### config.mk
export PLATFORM = sky130hd
export DESIGN_NAME = magic_length_frame_deframer
export DESIGN_NICKNAME = d
export VERILOG_FILES = /design/src/sv/mlfd_pkg.sv /design/src/sv/mlfd_parser.sv /design/src/sv/mlfd_out_fifo.sv /design/src/sv/magic_length_frame_deframer.sv
export SDC_FILE = /design/constraint.sdc
export NUM_CORES = 1
export LEC_CHECK = 0
export CAP_MARGIN = 20
export CORE_UTILIZATION = 60
export CTS_CLUSTER_DIAMETER = 50
export DETAILED_ROUTE_END_ITERATION = 6
export DONT_BUFFER_PORTS = 1
export PLACE_DENSITY = 0.81
export SYNTH_ARGS = -nofsm -noshare
export SYNTH_HDL_FRONTEND = slang
export SYNTH_SLANG_ARGS = --single-unit
### constraint.sdc
create_clock -name clk -period 4.3 [get_ports clk]
set_clock_uncertainty 0.15 [all_clocks]
set_input_delay 0.645 -clock clk [delete_from_list [all_inputs] [get_ports clk]]
set_output_delay 0.645 -clock clk [all_outputs]
set_load 0.01 [all_outputs]
### src/sv/mlfd_pkg.sv
// ----------------------------------------------------------------------------
// mlfd_pkg
// Shared types and constants of the magic/length frame deframer.
// ----------------------------------------------------------------------------
package mlfd_pkg;

	localparam int unsigned HDR_BYTES   = 8;
	localparam int unsigned FIFO_DEPTH  = 8;
	localparam int unsigned FIFO_PTR_W  = $clog2(FIFO_DEPTH);
	localparam int unsigned FIFO_CNT_W  = $clog2(FIFO_DEPTH + 1);
	// room for the result of the stage in flight plus the one entering it
	localparam int unsigned FIFO_ACCEPT_MAX = FIFO_DEPTH - 4;

	localparam logic [31:0] LEN_SKIP = 32'hFFFF_FFFF;

	typedef enum logic [1:0] {
		KIND_DATA  = 2'd0,
		KIND_EMPTY = 2'd1,
		KIND_ERROR = 2'd2
	} kind_t;

	typedef struct packed {
		kind_t       kind;
		logic [7:0]  data;
		logic        last;
	} res_t;

	typedef struct packed {
		logic s1_valid;
		logic in_payload;
	} parse_stat_t;

	typedef struct packed {
		logic [FIFO_CNT_W-1:0] count;
		logic                  space_ok;
	} fifo_stat_t;

endpackage

### src/sv/mlfd_parser.sv
// ----------------------------------------------------------------------------
// mlfd_parser
// Input register and frame state: collects the header, checks magic and
// length, and emits up to two results per byte.
// ----------------------------------------------------------------------------
module mlfd_parser
	import mlfd_pkg::*;
(
	input  logic        clk,
	input  logic        arst_n,
	input  logic        in_accept,
	input  logic [7:0]  byte_in,
	input  logic [31:0] magic_q,
	output logic        wr0,
	output res_t        res0,
	output logic        wr1,
	output res_t        res1,
	output parse_stat_t stat
);

	logic        valid_s1;
	logic [7:0]  byte_s1;

	logic        in_payload_q, in_payload_d;
	logic [2:0]  hdr_cnt_q, hdr_cnt_d;
	logic [55:0] hdr_shift_q, hdr_shift_d;
	logic [31:0] bytes_left_q, bytes_left_d;

	logic [31:0] hdr_magic;
	logic [31:0] hdr_len;
	logic        mismatch;
	logic        last_byte;

	assign hdr_magic = hdr_shift_q[55:24];
	assign hdr_len   = {hdr_shift_q[23:0], byte_s1};
	assign mismatch  = (hdr_magic != magic_q);
	assign last_byte = (bytes_left_q <= 32'd1);

	always_comb begin
		in_payload_d = in_payload_q;
		hdr_cnt_d    = hdr_cnt_q;
		hdr_shift_d  = hdr_shift_q;
		bytes_left_d = bytes_left_q;
		wr0          = 1'b0;
		wr1          = 1'b0;
		res0         = '{kind: KIND_DATA, data: 8'd0, last: 1'b0};
		res1         = '{kind: KIND_EMPTY, data: 8'd0, last: 1'b1};
		if (valid_s1) begin
			if (in_payload_q) begin
				wr0  = 1'b1;
				res0 = '{kind: KIND_DATA, data: byte_s1, last: last_byte};
				if (last_byte) begin
					bytes_left_d = 32'd0;
					in_payload_d = 1'b0;
					hdr_cnt_d    = 3'd0;
					hdr_shift_d  = 56'd0;
				end else begin
					bytes_left_d = bytes_left_q - 32'd1;
				end
			end else if (hdr_cnt_q != 3'(HDR_BYTES - 1)) begin
				hdr_shift_d = {hdr_shift_q[47:0], byte_s1};
				hdr_cnt_d   = hdr_cnt_q + 3'd1;
			end else begin
				hdr_cnt_d   = 3'd0;
				hdr_shift_d = 56'd0;
				// error goes first; an empty message then takes the second slot
				if (mismatch) begin
					wr0  = 1'b1;
					res0 = '{kind: KIND_ERROR, data: 8'd0, last: 1'b0};
					wr1  = (hdr_len == 32'd0);
				end else if (hdr_len == 32'd0) begin
					wr0  = 1'b1;
					res0 = '{kind: KIND_EMPTY, data: 8'd0, last: 1'b1};
				end
				if (hdr_len != 32'd0 && hdr_len != LEN_SKIP) begin
					in_payload_d = 1'b1;
					bytes_left_d = hdr_len;
				end
			end
		end
	end

	always_ff @(posedge clk or negedge arst_n) begin
		if (!arst_n) begin
			valid_s1     <= 1'b0;
			in_payload_q <= 1'b0;
			hdr_cnt_q    <= 3'd0;
			hdr_shift_q  <= 56'd0;
			bytes_left_q <= 32'd0;
		end else begin
			valid_s1     <= in_accept;
			in_payload_q <= in_payload_d;
			hdr_cnt_q    <= hdr_cnt_d;
			hdr_shift_q  <= hdr_shift_d;
			bytes_left_q <= bytes_left_d;
		end
	end

	always_ff @(posedge clk) begin
		if (in_accept) begin
			byte_s1 <= byte_in;
		end
	end

	assign stat = '{s1_valid: valid_s1, in_payload: in_payload_q};

endmodule

### src/sv/mlfd_out_fifo.sv
// ----------------------------------------------------------------------------
// mlfd_out_fifo
// Result queue: takes up to two results per cycle, hands out one per
// transfer.
// ----------------------------------------------------------------------------
module mlfd_out_fifo
	import mlfd_pkg::*;
(
	input  logic       clk,
	input  logic       arst_n,
	input  logic       wr0,
	input  res_t       res0,
	input  logic       wr1,
	input  res_t       res1,
	output logic       out_valid,
	input  logic       out_ready,
	output res_t       res_out,
	output fifo_stat_t stat
);

	res_t                  mem [FIFO_DEPTH];
	logic [FIFO_PTR_W-1:0] wptr_q, rptr_q;
	logic [FIFO_CNT_W-1:0] count_q;
	logic [FIFO_PTR_W-1:0] wptr_nx;
	logic                  pop;
	logic [1:0]            n_push;

	assign wptr_nx   = wptr_q + FIFO_PTR_W'(1);
	assign out_valid = (count_q != '0);
	assign pop       = out_valid && out_ready;
	assign n_push    = {1'b0, wr0} + {1'b0, wr1};
	assign res_out   = mem[rptr_q];

	always_ff @(posedge clk) begin
		if (wr0) begin
			mem[wptr_q] <= res0;
		end
		if (wr1) begin
			mem[wptr_nx] <= res1;
		end
	end

	always_ff @(posedge clk or negedge arst_n) begin
		if (!arst_n) begin
			wptr_q  <= '0;
			rptr_q  <= '0;
			count_q <= '0;
		end else begin
			wptr_q  <= wptr_q + FIFO_PTR_W'(n_push);
			if (pop) begin
				rptr_q <= rptr_q + FIFO_PTR_W'(1);
			end
			count_q <= count_q + FIFO_CNT_W'(n_push) - FIFO_CNT_W'(pop);
		end
	end

	assign stat = '{count: count_q, space_ok: (count_q <= FIFO_CNT_W'(FIFO_ACCEPT_MAX))};

endmodule

### src/sv/magic_length_frame_deframer.sv
// ----------------------------------------------------------------------------
// magic_length_frame_deframer
// Splits a byte stream of magic/length framed messages into payload bytes,
// empty-message marks and magic mismatch errors.
// ----------------------------------------------------------------------------
// A result passes through the input register and the result queue before it
// is offered. Throughput: one byte per cycle while the queue has room; the
// input register feeds a single pass of header/payload logic that writes an
// eight-entry result queue.
// Input ready drops only while that queue holds more than four results.
// Reset: asynchronous, active low; frame state and queue clear, the stored magic
// returns to zero, and the block expects a header.
// ----------------------------------------------------------------------------
module magic_length_frame_deframer
	import mlfd_pkg::*;
(
	input  logic        clk,
	input  logic        arst_n,
	input  logic        in_valid,
	output logic        in_ready,
	input  logic [7:0]  byte_in,
	output logic        out_valid,
	input  logic        out_ready,
	output logic [1:0]  kind,
	output logic [7:0]  data_byte,
	output logic        last_of_message,
	input  logic        cfg_valid,
	output logic        cfg_ready,
	input  logic [31:0] magic_word
);

	logic [31:0] magic_q;
	logic        in_accept;
	logic        wr0, wr1;
	res_t        res0, res1, res_out;
	parse_stat_t pstat;
	fifo_stat_t  fstat;

	assign cfg_ready = 1'b1;
	assign in_ready  = fstat.space_ok;
	assign in_accept = in_valid && in_ready;

	always_ff @(posedge clk or negedge arst_n) begin
		if (!arst_n) begin
			magic_q <= 32'd0;
		end else if (cfg_valid && cfg_ready) begin
			magic_q <= magic_word;
		end
	end

	mlfd_parser u_parser (
		.clk       (clk),
		.arst_n    (arst_n),
		.in_accept (in_accept),
		.byte_in   (byte_in),
		.magic_q   (magic_q),
		.wr0       (wr0),
		.res0      (res0),
		.wr1       (wr1),
		.res1      (res1),
		.stat      (pstat)
	);

	mlfd_out_fifo u_fifo (
		.clk       (clk),
		.arst_n    (arst_n),
		.wr0       (wr0),
		.res0      (res0),
		.wr1       (wr1),
		.res1      (res1),
		.out_valid (out_valid),
		.out_ready (out_ready),
		.res_out   (res_out),
		.stat      (fstat)
	);

	assign kind            = res_out.kind;
	assign data_byte       = res_out.data;
	assign last_of_message = res_out.last;

	a_fifo_bound: assert property (@(posedge clk) disable iff (!arst_n)
		fstat.count <= FIFO_CNT_W'(FIFO_DEPTH))
		else $error("result queue overflow");

	a_s1_loaded: assert property (@(posedge clk) disable iff (!arst_n)
		in_accept |=> pstat.s1_valid)
		else $error("accepted byte missing from input stage");

	a_no_write_idle: assert property (@(posedge clk) disable iff (!arst_n)
		!pstat.s1_valid |-> !wr0 && !wr1)
		else $error("result written with no byte in flight");

	a_marks_zero_data: assert property (@(posedge clk) disable iff (!arst_n)
		out_valid && kind != KIND_DATA |-> data_byte == 8'd0)
		else $error("non-payload result carries data");

endmodule

; ---- Yosys cells after proc, flatten, opt, wreduce, memory -nomap -nowiden
; Memory sizes are Yosys's and may differ from the RTL's.
; Index checks and enable logic that the tools add are counted.
[word_totals]
word_cells = 67
ramBits = 88
memories = 1
ff_bits = 143
[classes]
muxes = 32
magnitude_cmp = 2
n_reduce_logical = 9
n_eq_ne = 5
add_sub_neg = 8
[memory_table]
columns = name, depth, width, read_ports, rd_clocked_by_memory_dff, wr, line_no
row1 = u_fifo.mem, 8, 11, 1, 0, 2, mlfd_out_fifo.sv:21  ; res_t mem [FIFO_DEPTH];
[ops]
columns = operator, count
row1 = $mux W56, 3
row2 = $mux W32, 4
row3 = $mux W11, 4
row4 = $le A32 B1 Y1 const B, 1
row5 = $logic_not A32 Y1, 1
row6 = $ne A32 B32 Y1, 1
row7 = $ne A32 B32 Y1 const B, 1
row8 = $reduce_bool A32 Y1, 1
row9 = $sub A32 B1 Y32 const B, 1
row10 = $mux W1, 17
row11 = $mux W10, 1
row12 = $add A3 B1 Y3 const B, 3
row13 = $mux W3, 3
row14 = $add A4 B2 Y4, 1
row15 = $le A4 B3 Y1 const B, 1
row16 = $reduce_bool A4 Y1, 1
row17 = $sub A4 B1 Y4, 1
row18 = $add A3 B2 Y3, 1
row19 = $logic_and A1 B1 Y1, 3
row20 = $ne A3 B3 Y1 const B, 1
row21 = $reduce_and A3 Y1, 1
row22 = $add A1 B1 Y2, 1
row23 = $ne A2 B1 Y1 const B, 1
row24 = $ne A2 B2 Y1 const B, 1
row25 = other kinds (2), 2

; ---- Depth between registers and ports, before layout
; Gate-level depths: netlist (run 1).
[logic_depth]
ltp_word = 9
mapped_depth = 15

; ---- Modules after synthesis
; Synthesis (run 1) repeated with hierarchy kept, for this count alone.
[unflattened]
cells_unflattened = 985
hier_area_um2 = 12026.5
[modules_own_cells]
columns = module, area_per_inst_um2, seq_area_each_um2, instances, cells_each
row1 = mlfd_parser, 5440.2, 2567.5, 1, 612
row2 = mlfd_out_fifo, 5223.8, 2892.8, 1, 302
row3 = magic_length_frame_deframer, 1362.6, 800.8, 1, 71

; ---- Worst setup path before layout (run 1)
; Ideal clock, no wire load.
[synth_timing]
path_type = register to register
start = reg u_parser.byte_s1[1]
end = reg u_fifo.count_q[3]
period_less_slack_ps = 3262
t_arrival_ps = 3032
required_time_ps = 4071
slack_ps = 1038
setup_time_ps = 79
path_stages_with_launch = 15
path_cell_list = edfxtp_1 nor4_1 nand4_1 nor2_1 clkbuf_1 o31ai_1 a21oi_1 ha_1 inv_1 ha_1 inv_1 ha_1 a21o_1 a21oi_1 xor2_1
[synth_via]
elab_chain_cells = 9
word_cells_on_any_way = 13
classes_between = add/sub (3) / mux (9) / reduce/logical (1)
[synth_lines]
columns = item, line_no
row1 = start: declaration, mlfd_parser.sv:22  ; logic [7:0] byte_s1;
row2 = start signal: assignment, mlfd_parser.sv:101  ; byte_s1 <= byte_in;
row3 = $logic_not A32 Y1 (*), "mlfd_parser.sv:70, mlfd_parser.sv:71"
row4 = $mux W1, mlfd_parser.sv:71  ; end else if (hdr_len == 32'd0) begin
row5 = $mux W1, mlfd_parser.sv:67  ; if (mismatch) begin
row6 = $mux W1, mlfd_parser.sv:60  ; end else if (hdr_cnt_q != 3'(HDR_BYTES - 1)) begin
row7 = $mux W1, mlfd_parser.sv:49  ; if (in_payload_q) begin
row8 = $mux W1, mlfd_parser.sv:48  ; if (valid_s1) begin
row9 = $add A1 B1 Y2 (*), mlfd_out_fifo.sv:31  ; assign n_push = {1'b0, wr0} + {1'b0, wr1};
row10 = $add A4 B2 Y4 (*), mlfd_out_fifo.sv:53  ; count_q <= count_q + FIFO_CNT_W'(n_push) - FIFO_CNT_W'(pop);
row11 = $sub A4 B1 Y4 (*), mlfd_out_fifo.sv:53
row12 = end signal: assignment, mlfd_out_fifo.sv:53
row13 = end: declaration, mlfd_out_fifo.sv:23  ; logic [FIFO_CNT_W-1:0] count_q;
; Mark *: on every way between the ends. The rest lies on a longest branch, timed or not.
; A chain may end at the register's enable or synchronous reset.

; ---- Final worst setup path (run 1)
[layout_timing]
start = reg u_parser.hdr_shift_q[28]
end = reg u_fifo.count_q[3]
[layout_via]
elab_chain_cells = 8
word_cells_on_any_way = 12
classes_between = add/sub (3) / eq/ne (1) / mux (8)
[layout_lines]
columns = item, line_no
row1 = start: declaration, mlfd_parser.sv:26  ; logic [55:0] hdr_shift_q, hdr_shift_d;
row2 = start signal: assignment, mlfd_parser.sv:94  ; hdr_shift_q <= hdr_shift_d;
row3 = $ne A32 B32 Y1 (*), mlfd_parser.sv:36  ; assign mismatch = (hdr_magic != magic_q);
row4 = $mux W1, mlfd_parser.sv:67
row5 = $mux W1, mlfd_parser.sv:60
row6 = $mux W1, mlfd_parser.sv:49
row7 = $mux W1, mlfd_parser.sv:48
row8 = $add A1 B1 Y2 (*), mlfd_out_fifo.sv:31
row9 = $add A4 B2 Y4 (*), mlfd_out_fifo.sv:53
row10 = $sub A4 B1 Y4 (*), mlfd_out_fifo.sv:53
; Marks and branches as above.

==> results.sh, run 1 <==
export IMPL_report_final_setup_viol=0
export IMPL_path_class="register to register"
export IMPL_ys_ff_latch=231
export IMPL_seq_area_sq_um=5380
export IMPL_dr_total_vias=9670
export IMPL_worst_slew_pin_slew_ps=1110
export IMPL_yosys_most_used_dff="dfrtp_1"
export IMPL_cts_tree="built"
export IMPL_syn2layout_area_growth_pct=9.81
export IMPL_rr_startpoint="u_parser.hdr_shift_q[28]"
export IMPL_relSlewSlack=0.263
export IMPL_clkSinkCount=231
export IMPL_drtAntennaViolNets=0
export IMPL_cts_root_buf="clkbuf_16"
export IMPL_ios=59
export IMPL_crit_path_end_kind="register"
export IMPL_period_share=0.821
export IMPL_final_area_sq_um=12600
export IMPL_grt_pass1_wl_um=47900
export IMPL_nFillCells=1412
export IMPL_min_from="byte_in[5]"
export IMPL_async_flop_share=0.584
export IMPL_power_frac_clock=0.257
export IMPL_avgSynthCellArea_sq_um=9.41
export IMPL_overflow=0
export IMPL_r2r_slack_ps=770
export IMPL_antenna_found_initial=0
export IMPL_die_w_um=140
export IMPL_wl_per_cell_um=20.3
export IMPL_fin_crit_ps=3530
export IMPL_gr_usage_all_layers=0.301
export IMPL_peakVddDrop_uv=462
export IMPL_hold_path_depth=0
export IMPL_synth_edf_count=8
export IMPL_viasPerCell=6.73
export IMPL_ys_types=54
export IMPL_syn_area_sq_um=11500
export IMPL_status="complete, no violations"
export IMPL_arrival_ps=3820
export IMPL_startpoint_type="register"
export IMPL_clkTransAtPathRegs_ps=60
export IMPL_place_gp_congestion=0.884
export IMPL_drc=0
export IMPL_timing_fmax_ghz=0.283
export IMPL_cpPeakStageDelay_ps=510
export IMPL_drtIter0Drc=1125
export IMPL_drive_above_1_share=0.129
export IMPL_place_area_sq_um=11700
export IMPL_dp_hpwl_um=19800
export IMPL_htreeDepth=1
export IMPL_netSwitchingFraction=0.367
export IMPL_rows=50
export IMPL_clockBufferDepth=3
export IMPL_setup_tns_ps=0
export IMPL_cts_made_buffers=26
export IMPL_synth_cells=1220
export IMPL_min_to="u_parser.byte_s1[5]"
export IMPL_cellInternalPower_w=0.00552
export IMPL_p_per_area_nw_per_um2=692
export IMPL_worst_path_max_fanout=15
export IMPL_start_util=0.614
export IMPL_p_switching_w=0.00320
export IMPL_power_leakage_nw=5.06
export IMPL_crit_chain="xor2_1 -> nor4_1 -> nand4_1 -> o21bai_1 -> buf_4 -> nor2_1 -> ha_1 -> inv_1 -> ha_1 -> inv_1 -> ha_1 -> a21o_1 -> a21oi_1 -> xor2_1"
export IMPL_hp_class="input port to register"
export IMPL_max_cap_viol_count=0
export IMPL_reg2reg_to="u_fifo.count_q[3]"
export IMPL_postCtsSetupBuffers=0
export IMPL_grt_pass1_vias=9205
export IMPL_report_final_slew_viol_count=0
export IMPL_grt_max_degree=136
export IMPL_hold_viol=0
export IMPL_ys_warn_count=0
export IMPL_n_antenna_cell=0
export IMPL_rsz0062_at_grt="no"
export IMPL_syn_num_nets=1282
export IMPL_multi_input_area_sq_um=5610
export IMPL_worstPathRequired_ps=4590
export IMPL_worstRegToRegCells=14
export IMPL_seqPwrFrac=0.422
export IMPL_nets=1245
export IMPL_numPortBuffers=0
export IMPL_firstDrtPassIters=5
export IMPL_cpMostUsedCell="ha_1"
export IMPL_hold_slack_ps=60.8
export IMPL_ys_seq_area_frac=0.469
export IMPL_die_area_sq_um=19700
export IMPL_slowest_stage="nor4_1"
export IMPL_pwr_share_comb=0.321
export IMPL_wl_um=29200
export IMPL_coreArea_sq_um=18700
export IMPL_die_h_um=140
export IMPL_clk_latency_ps=530
[sequential cells by signal, indices dropped and copies added, names as in the netlist]
signal,cells
u_parser.hdr_shift_q,56
magic_q,32
u_parser.bytes_left_q,32
u_fifo.mem,88
u_parser.valid_s1,1
u_fifo.wptr_q,3
u_parser.in_payload_q,1
u_fifo.rptr_q,3
u_parser.byte_s1,8
u_parser.hdr_cnt_q,3
u_fifo.count_q,4
[repair_timing]
| action | in CTS | in global routing |
|---|---|---|
| hold buffers | 2 | 0 |
| gates resized for setup | 0 | 0 |
| endpoints found under the hold margin | 135 | 0 |
[placed cells by master, fill, tap and decap left out, types with 8 or more instances in the layout]
cell and instances:
nor3_1 162, dfrtp_1 135, nand2_1 114, a21oi_1 91
dfxtp_1 88, mux2_2 47, o21ai_1 46, nor2_1 41
o21ai_0 40, xor2_1 34, buf_4 33, nor4_1 32
o31ai_1 30, clkbuf_16 28, inv_1 27, mux4_2 22
nand3_1 19, nand4_1 17, and3_1 16, ha_1 15
a22o_1 14, a22oi_1 13, a32oi_1 13, o22ai_1 10
o21a_1 9, edfxtp_1 8
[power by group through the flow]
| stage | clock network (W) | registers, W | logic, W |
|---|---|---|---|
| final | 0.00224 | 0.00369 | 0.00280 |
| after global routing | 0.00235 | 0.00376 | 0.00309 |
| after floorplan | 0 | 0.00337 | 0.00228 |
| after global placement | 0 | 0.00365 | 0.00263 |
| after CTS | 0.00226 | 0.00365 | 0.00277 |
| after detailed placement | 0 | 0.00368 | 0.00272 |
[cells in the mapped netlist (5+ instances only)]
cell type	instances	share of area
nor3_1	162	0.071
dfrtp_1	135	0.29
nand2_1	114	0.037
a21oi_1	91	0.040
dfxtp_1	88	0.15
clkbuf_1	80	0.026
mux2_2	47	0.046
o21ai_1	46	0.020
nor2_1	42	0.014
o21ai_0	40	0.017
xor2_1	34	0.026
nor4_1	33	0.018
o31ai_1	30	0.020
inv_1	27	0.0088
mux4_2	22	0.043
nand3_1	19	0.0083
nand4_1	17	0.0093
and3_1	16	0.0087
buf_1	15	0.0049
ha_1	15	0.016
a22o_1	14	0.011
a22oi_1	13	0.0085
a32oi_1	13	0.0099
o22ai_1	10	0.0054
o21a_1	9	0.0059
edfxtp_1	8	0.021
a211o_1	7	0.0053
nand3b_1	7	0.0046
a211oi_1	6	0.0039
and2_1	5	0.0027
buf_4	5	0.0033
nand2b_1	5	0.0027
xnor2_1	5	0.0038
[layer usage]
layer | GRT usage | vias to the layer above | wire length [um]
met3 | 0.0462 | 86 | 2380
met1 | 0.432 | 4699 | 12500
met2 | 0.466 | 462 | 13300
met4 | 0.108 | 0 | 964
li1 | - | 4423 | -
met5 | 0 | - | 0
[stage by stage]
step / utilization / total power [W] / setup slack, ps / std cells
6_report: 0.674 / 0.00873 / 770 / 1436
5_1_grt: 0.674 / 0.00921 / 587 / 1436
3_3_place_gp: 0.623 / 0.00628 / 987 / 1384
2_1_floorplan: - / 0.00565 / 1040 / 1220
4_1_cts: 0.672 / 0.00869 / 760 / 1434
3_5_place_dp: 0.623 / 0.00641 / 827 / 1385
[how the worst max path moves through the flow]
stage	startpoint	endpoint
6_report	u_parser.hdr_shift_q[28]	u_fifo.count_q[3]
5_1_grt	magic_q[4]	u_fifo.count_q[3]
4_1_cts	u_parser.hdr_shift_q[28]	u_fifo.count_q[3]
3_5_place_dp	u_parser.hdr_shift_q[28]	u_fifo.count_q[3]
3_3_place_gp	magic_q[4]	u_fifo.count_q[3]
2_1_floorplan	u_parser.byte_s1[1]	u_fifo.count_q[3]
[layout make-up]
cell class                 count  share of cell area
clock inverter                11              0.0100
multi-input combinational    858               0.445
sequential                   231               0.427
inverter                      27             0.00804
clock buffer                  36              0.0595
timing repair buffer          39              0.0274
tap                          234              0.0232
[worst max-delay path: cells and delay by family, from the launching register on]
| family | cells | cell delay [ps] |
|---|---|---|
| xor gates and xnor gates | 2 | 320 |
| AOI/OAI and AO/OA | 3 | 570 |
| DFF | 1 | 400 |
| and+or+nand+nor | 3 | 880 |
| adders and majority gates | 3 | 690 |
| buffers and inverters | 3 | 410 |
[kinds of logic after synthesis]
family / count (synthesis) / synth area share
AOI/OAI and AO/OA: 294 / 0.159
xor gates and xnor gates: 39 / 0.0298
adders and majority gates: 17 / 0.0198
buffers and inverters: 131 / 0.0449
DFF: 231 / 0.469
muxes: 70 / 0.0901
other: 1 / 0.000327
and+or+nand+nor: 437 / 0.187
(Power assumes the default switching activity.)
==> inputs of run 2 (changes only) <==
Clock period 4.3 ns to 3.6 ns, I/O delays scaled along.
==> results.sh, run 2 (synthesized netlist as in run 1, its figures left out) <==
export IMPL_power_w=0.0102
export IMPL_overflow=0
export IMPL_drtIter0Drc=1120
export IMPL_cpMostUsedCell="ha_1"
export IMPL_grt_pass1_wl_um=48700
export IMPL_gr_usage_all_layers=0.310
export IMPL_clk_latency_ps=530
export IMPL_cts_tree="built"
export IMPL_drc=0
export IMPL_worstPathRequired_ps=3900
export IMPL_rr_startpoint="u_parser.hdr_shift_q[26]"
export IMPL_relSlewSlack=0.344
export IMPL_largestRegisters="u_fifo.mem x88, u_parser.hdr_shift_q x56"
export IMPL_worst_slew_pin_slew_ps=984
export IMPL_drtAntennaViolNets=0
export IMPL_rows=50
export IMPL_violations="hold timing"
export IMPL_largest_register_ffs=88
export IMPL_reg2reg_to="u_fifo.count_q[3]"
export IMPL_ios=59
export IMPL_final_cell_mix="nor3_1 (162), dfrtp_1 (135), nand2_1 (114), a21oi_1 (91), dfxtp_1 (88)"
export IMPL_report_final_slew_viol_count=0
export IMPL_viasPerCell=6.70
export IMPL_crit_chain="xor2_1 -> nor4_1 -> nand4_1 -> buf_4 -> o31ai_1 -> a21oi_1 -> ha_1 -> inv_1 -> ha_1 -> inv_1 -> ha_1 -> a21o_1 -> a21oi_1 -> xor2_1"
export IMPL_dr_total_vias=9728
export IMPL_clkSinkCount=231
export IMPL_clockBufferDepth=3
export IMPL_dp_hpwl_um=19900
export IMPL_hp_class="input port to async pin"
export IMPL_status="finished, violations left"
export IMPL_numPortBuffers=0
export IMPL_antenna_found_initial=0
export IMPL_path_class="register to register"
export IMPL_hold_viol=135
export IMPL_r2r_slack_ps=250
export IMPL_worstRegToRegCells=14
export IMPL_die_w_um=140
export IMPL_crit_path_end_kind="register"
export IMPL_hold_slack_ps=-447
export IMPL_peakVddDrop_uv=578
export IMPL_layout_commonest_cell="nor3_1"
export IMPL_wl_per_cell_um=20.7
export IMPL_p_per_area_nw_per_um2=806
export IMPL_worst_path_max_fanout=3
export IMPL_nets=1261
export IMPL_firstDrtPassIters=6
export IMPL_arrival_ps=3650
export IMPL_place_gp_congestion=0.886
export IMPL_grt_pass1_vias=9243
export IMPL_power_leakage_nw=5.09
export IMPL_start_util=0.614
export IMPL_wl_um=30000
export IMPL_timing_fmax_ghz=0.298
export IMPL_cp_top_family="compound AO/OA/AOI/OAI gates"
export IMPL_nFillCells=1422
export IMPL_critPathBufInv=3
export IMPL_syn2layout_area_growth_pct=10.1
export IMPL_cts_root_buf="clkbuf_16"
export IMPL_drive_above_1_share=0.137
export IMPL_clkTransAtPathRegs_ps=60
export IMPL_setup_tns_ps=0
export IMPL_grt_max_degree=136
export IMPL_regMostFlops="u_fifo.mem"
export IMPL_htreeDepth=1
export IMPL_max_cap_viol_count=0
export IMPL_report_final_setup_viol=0
export IMPL_period_share=0.932
export IMPL_die_h_um=140
export IMPL_slowest_stage="dfrtp_1"
export IMPL_cts_made_buffers=25
export IMPL_die_area_sq_um=19700
export IMPL_cpPeakStageDelay_ps=410
export IMPL_fin_crit_ps=3350
export IMPL_startpoint_type="register"
export IMPL_coreArea_sq_um=18700
export IMPL_n_antenna_cell=0
-- run 2: cell types whose count changed in the layout (fill, tap and decap cells not counted), sizes merged --
cell | before | now
buf | 37 | 46
dlygate4sd3 | 1 | 10
clkbuf | 37 | 31
clkinv | 6 | 11
bufinv | 2 | 0
inv | 29 | 30
-- run 2: how the worst max path moves through the flow --
stage | to | slack [ps] | cells past startpoint | from
CTS | u_fifo.count_q[3] | 140 | 13 | magic_q[3]
finish | u_fifo.count_q[3] | 250 | 14 | u_parser.hdr_shift_q[26]
floorplan | u_fifo.count_q[3] | 340 | 14 | u_parser.byte_s1[1]
global placement | u_fifo.count_q[3] | 250 | 13 | magic_q[4]
global route | u_fifo.count_q[3] | -10 | 14 | u_parser.hdr_shift_q[26]
detailed placement | u_fifo.count_q[3] | 160 | 13 | magic_q[3]
-- run 2: layer usage --
| metal | vias up | wire length [um] | GRT usage | share of wire |
|---|---|---|---|---|
| li1 | 4445 | - | - | - |
| met1 | 4720 | 12600 | 0.440 | 0.42 |
| met2 | 495 | 14000 | 0.491 | 0.47 |
| met3 | 68 | 2590 | 0.0455 | 0.086 |
| met4 | 0 | 794 | 0.0977 | 0.026 |
| met5 | - | 0 | 0 | 0 |
-- run 2: per-stage QoR --
step / hold WS [ps] / setup slack (ps) / cell area [sq um] / cells / utilization
floorplan: 94.4 / 338 / 11500 / 1220 / -
global placement: 98.2 / 253 / 11700 / 1395 / 0.628
detailed placement: 97.4 / 162 / 11700 / 1395 / 0.628
CTS: -457 / 136 / 12600 / 1450 / 0.674
global route: -461 / -10.9 / 12600 / 1452 / 0.676
finish: -447 / 245 / 12600 / 1452 / 0.676
-- run 2: where the power goes --
group / total [W] / switching, W / internal [W] / leakage (nW)
registers: 0.00435 / 0.000863 / 0.00349 / 2.52
clock network: 0.00241 / 0.00106 / 0.00135 / 0.386
logic: 0.00343 / 0.00189 / 0.00154 / 2.18
total: 0.0102 / 0.00381 / 0.00638 / 5.09
-- run 2: layout make-up --
class	instances	area (sq um)	share of cell area
Clock inverter	15	93.8	0.00742
Tap cell	234	293	0.0232
Timing Repair Buffer	56	470	0.0372
Clock buffer	31	678	0.0537
Inverter	27	101	0.00802
Sequential cell	231	5380	0.426
Multi-Input combinational cell	858	5620	0.445
-- run 2: worst register-to-register path, stage by stage, from the launching register on --
cell and delay [ps]:
dfrtp_1 410, xor2_1 170, nor4_1 380, nand4_1 170, buf_4 190, o31ai_1 260
a21oi_1 120, ha_1 200, inv_1 150, ha_1 290, inv_1 70, ha_1 220
a21o_1 170, a21oi_1 160, xor2_1 150
-- run 2: what timing repair did --
action | in CTS | in global routing
setup endpoints to repair | 0 | 1
resized for setup | 0 | 2
buffers inserted | 0 | 1
hold buffers | 9 | 1
endpoints found under the hold margin | 144 | 136
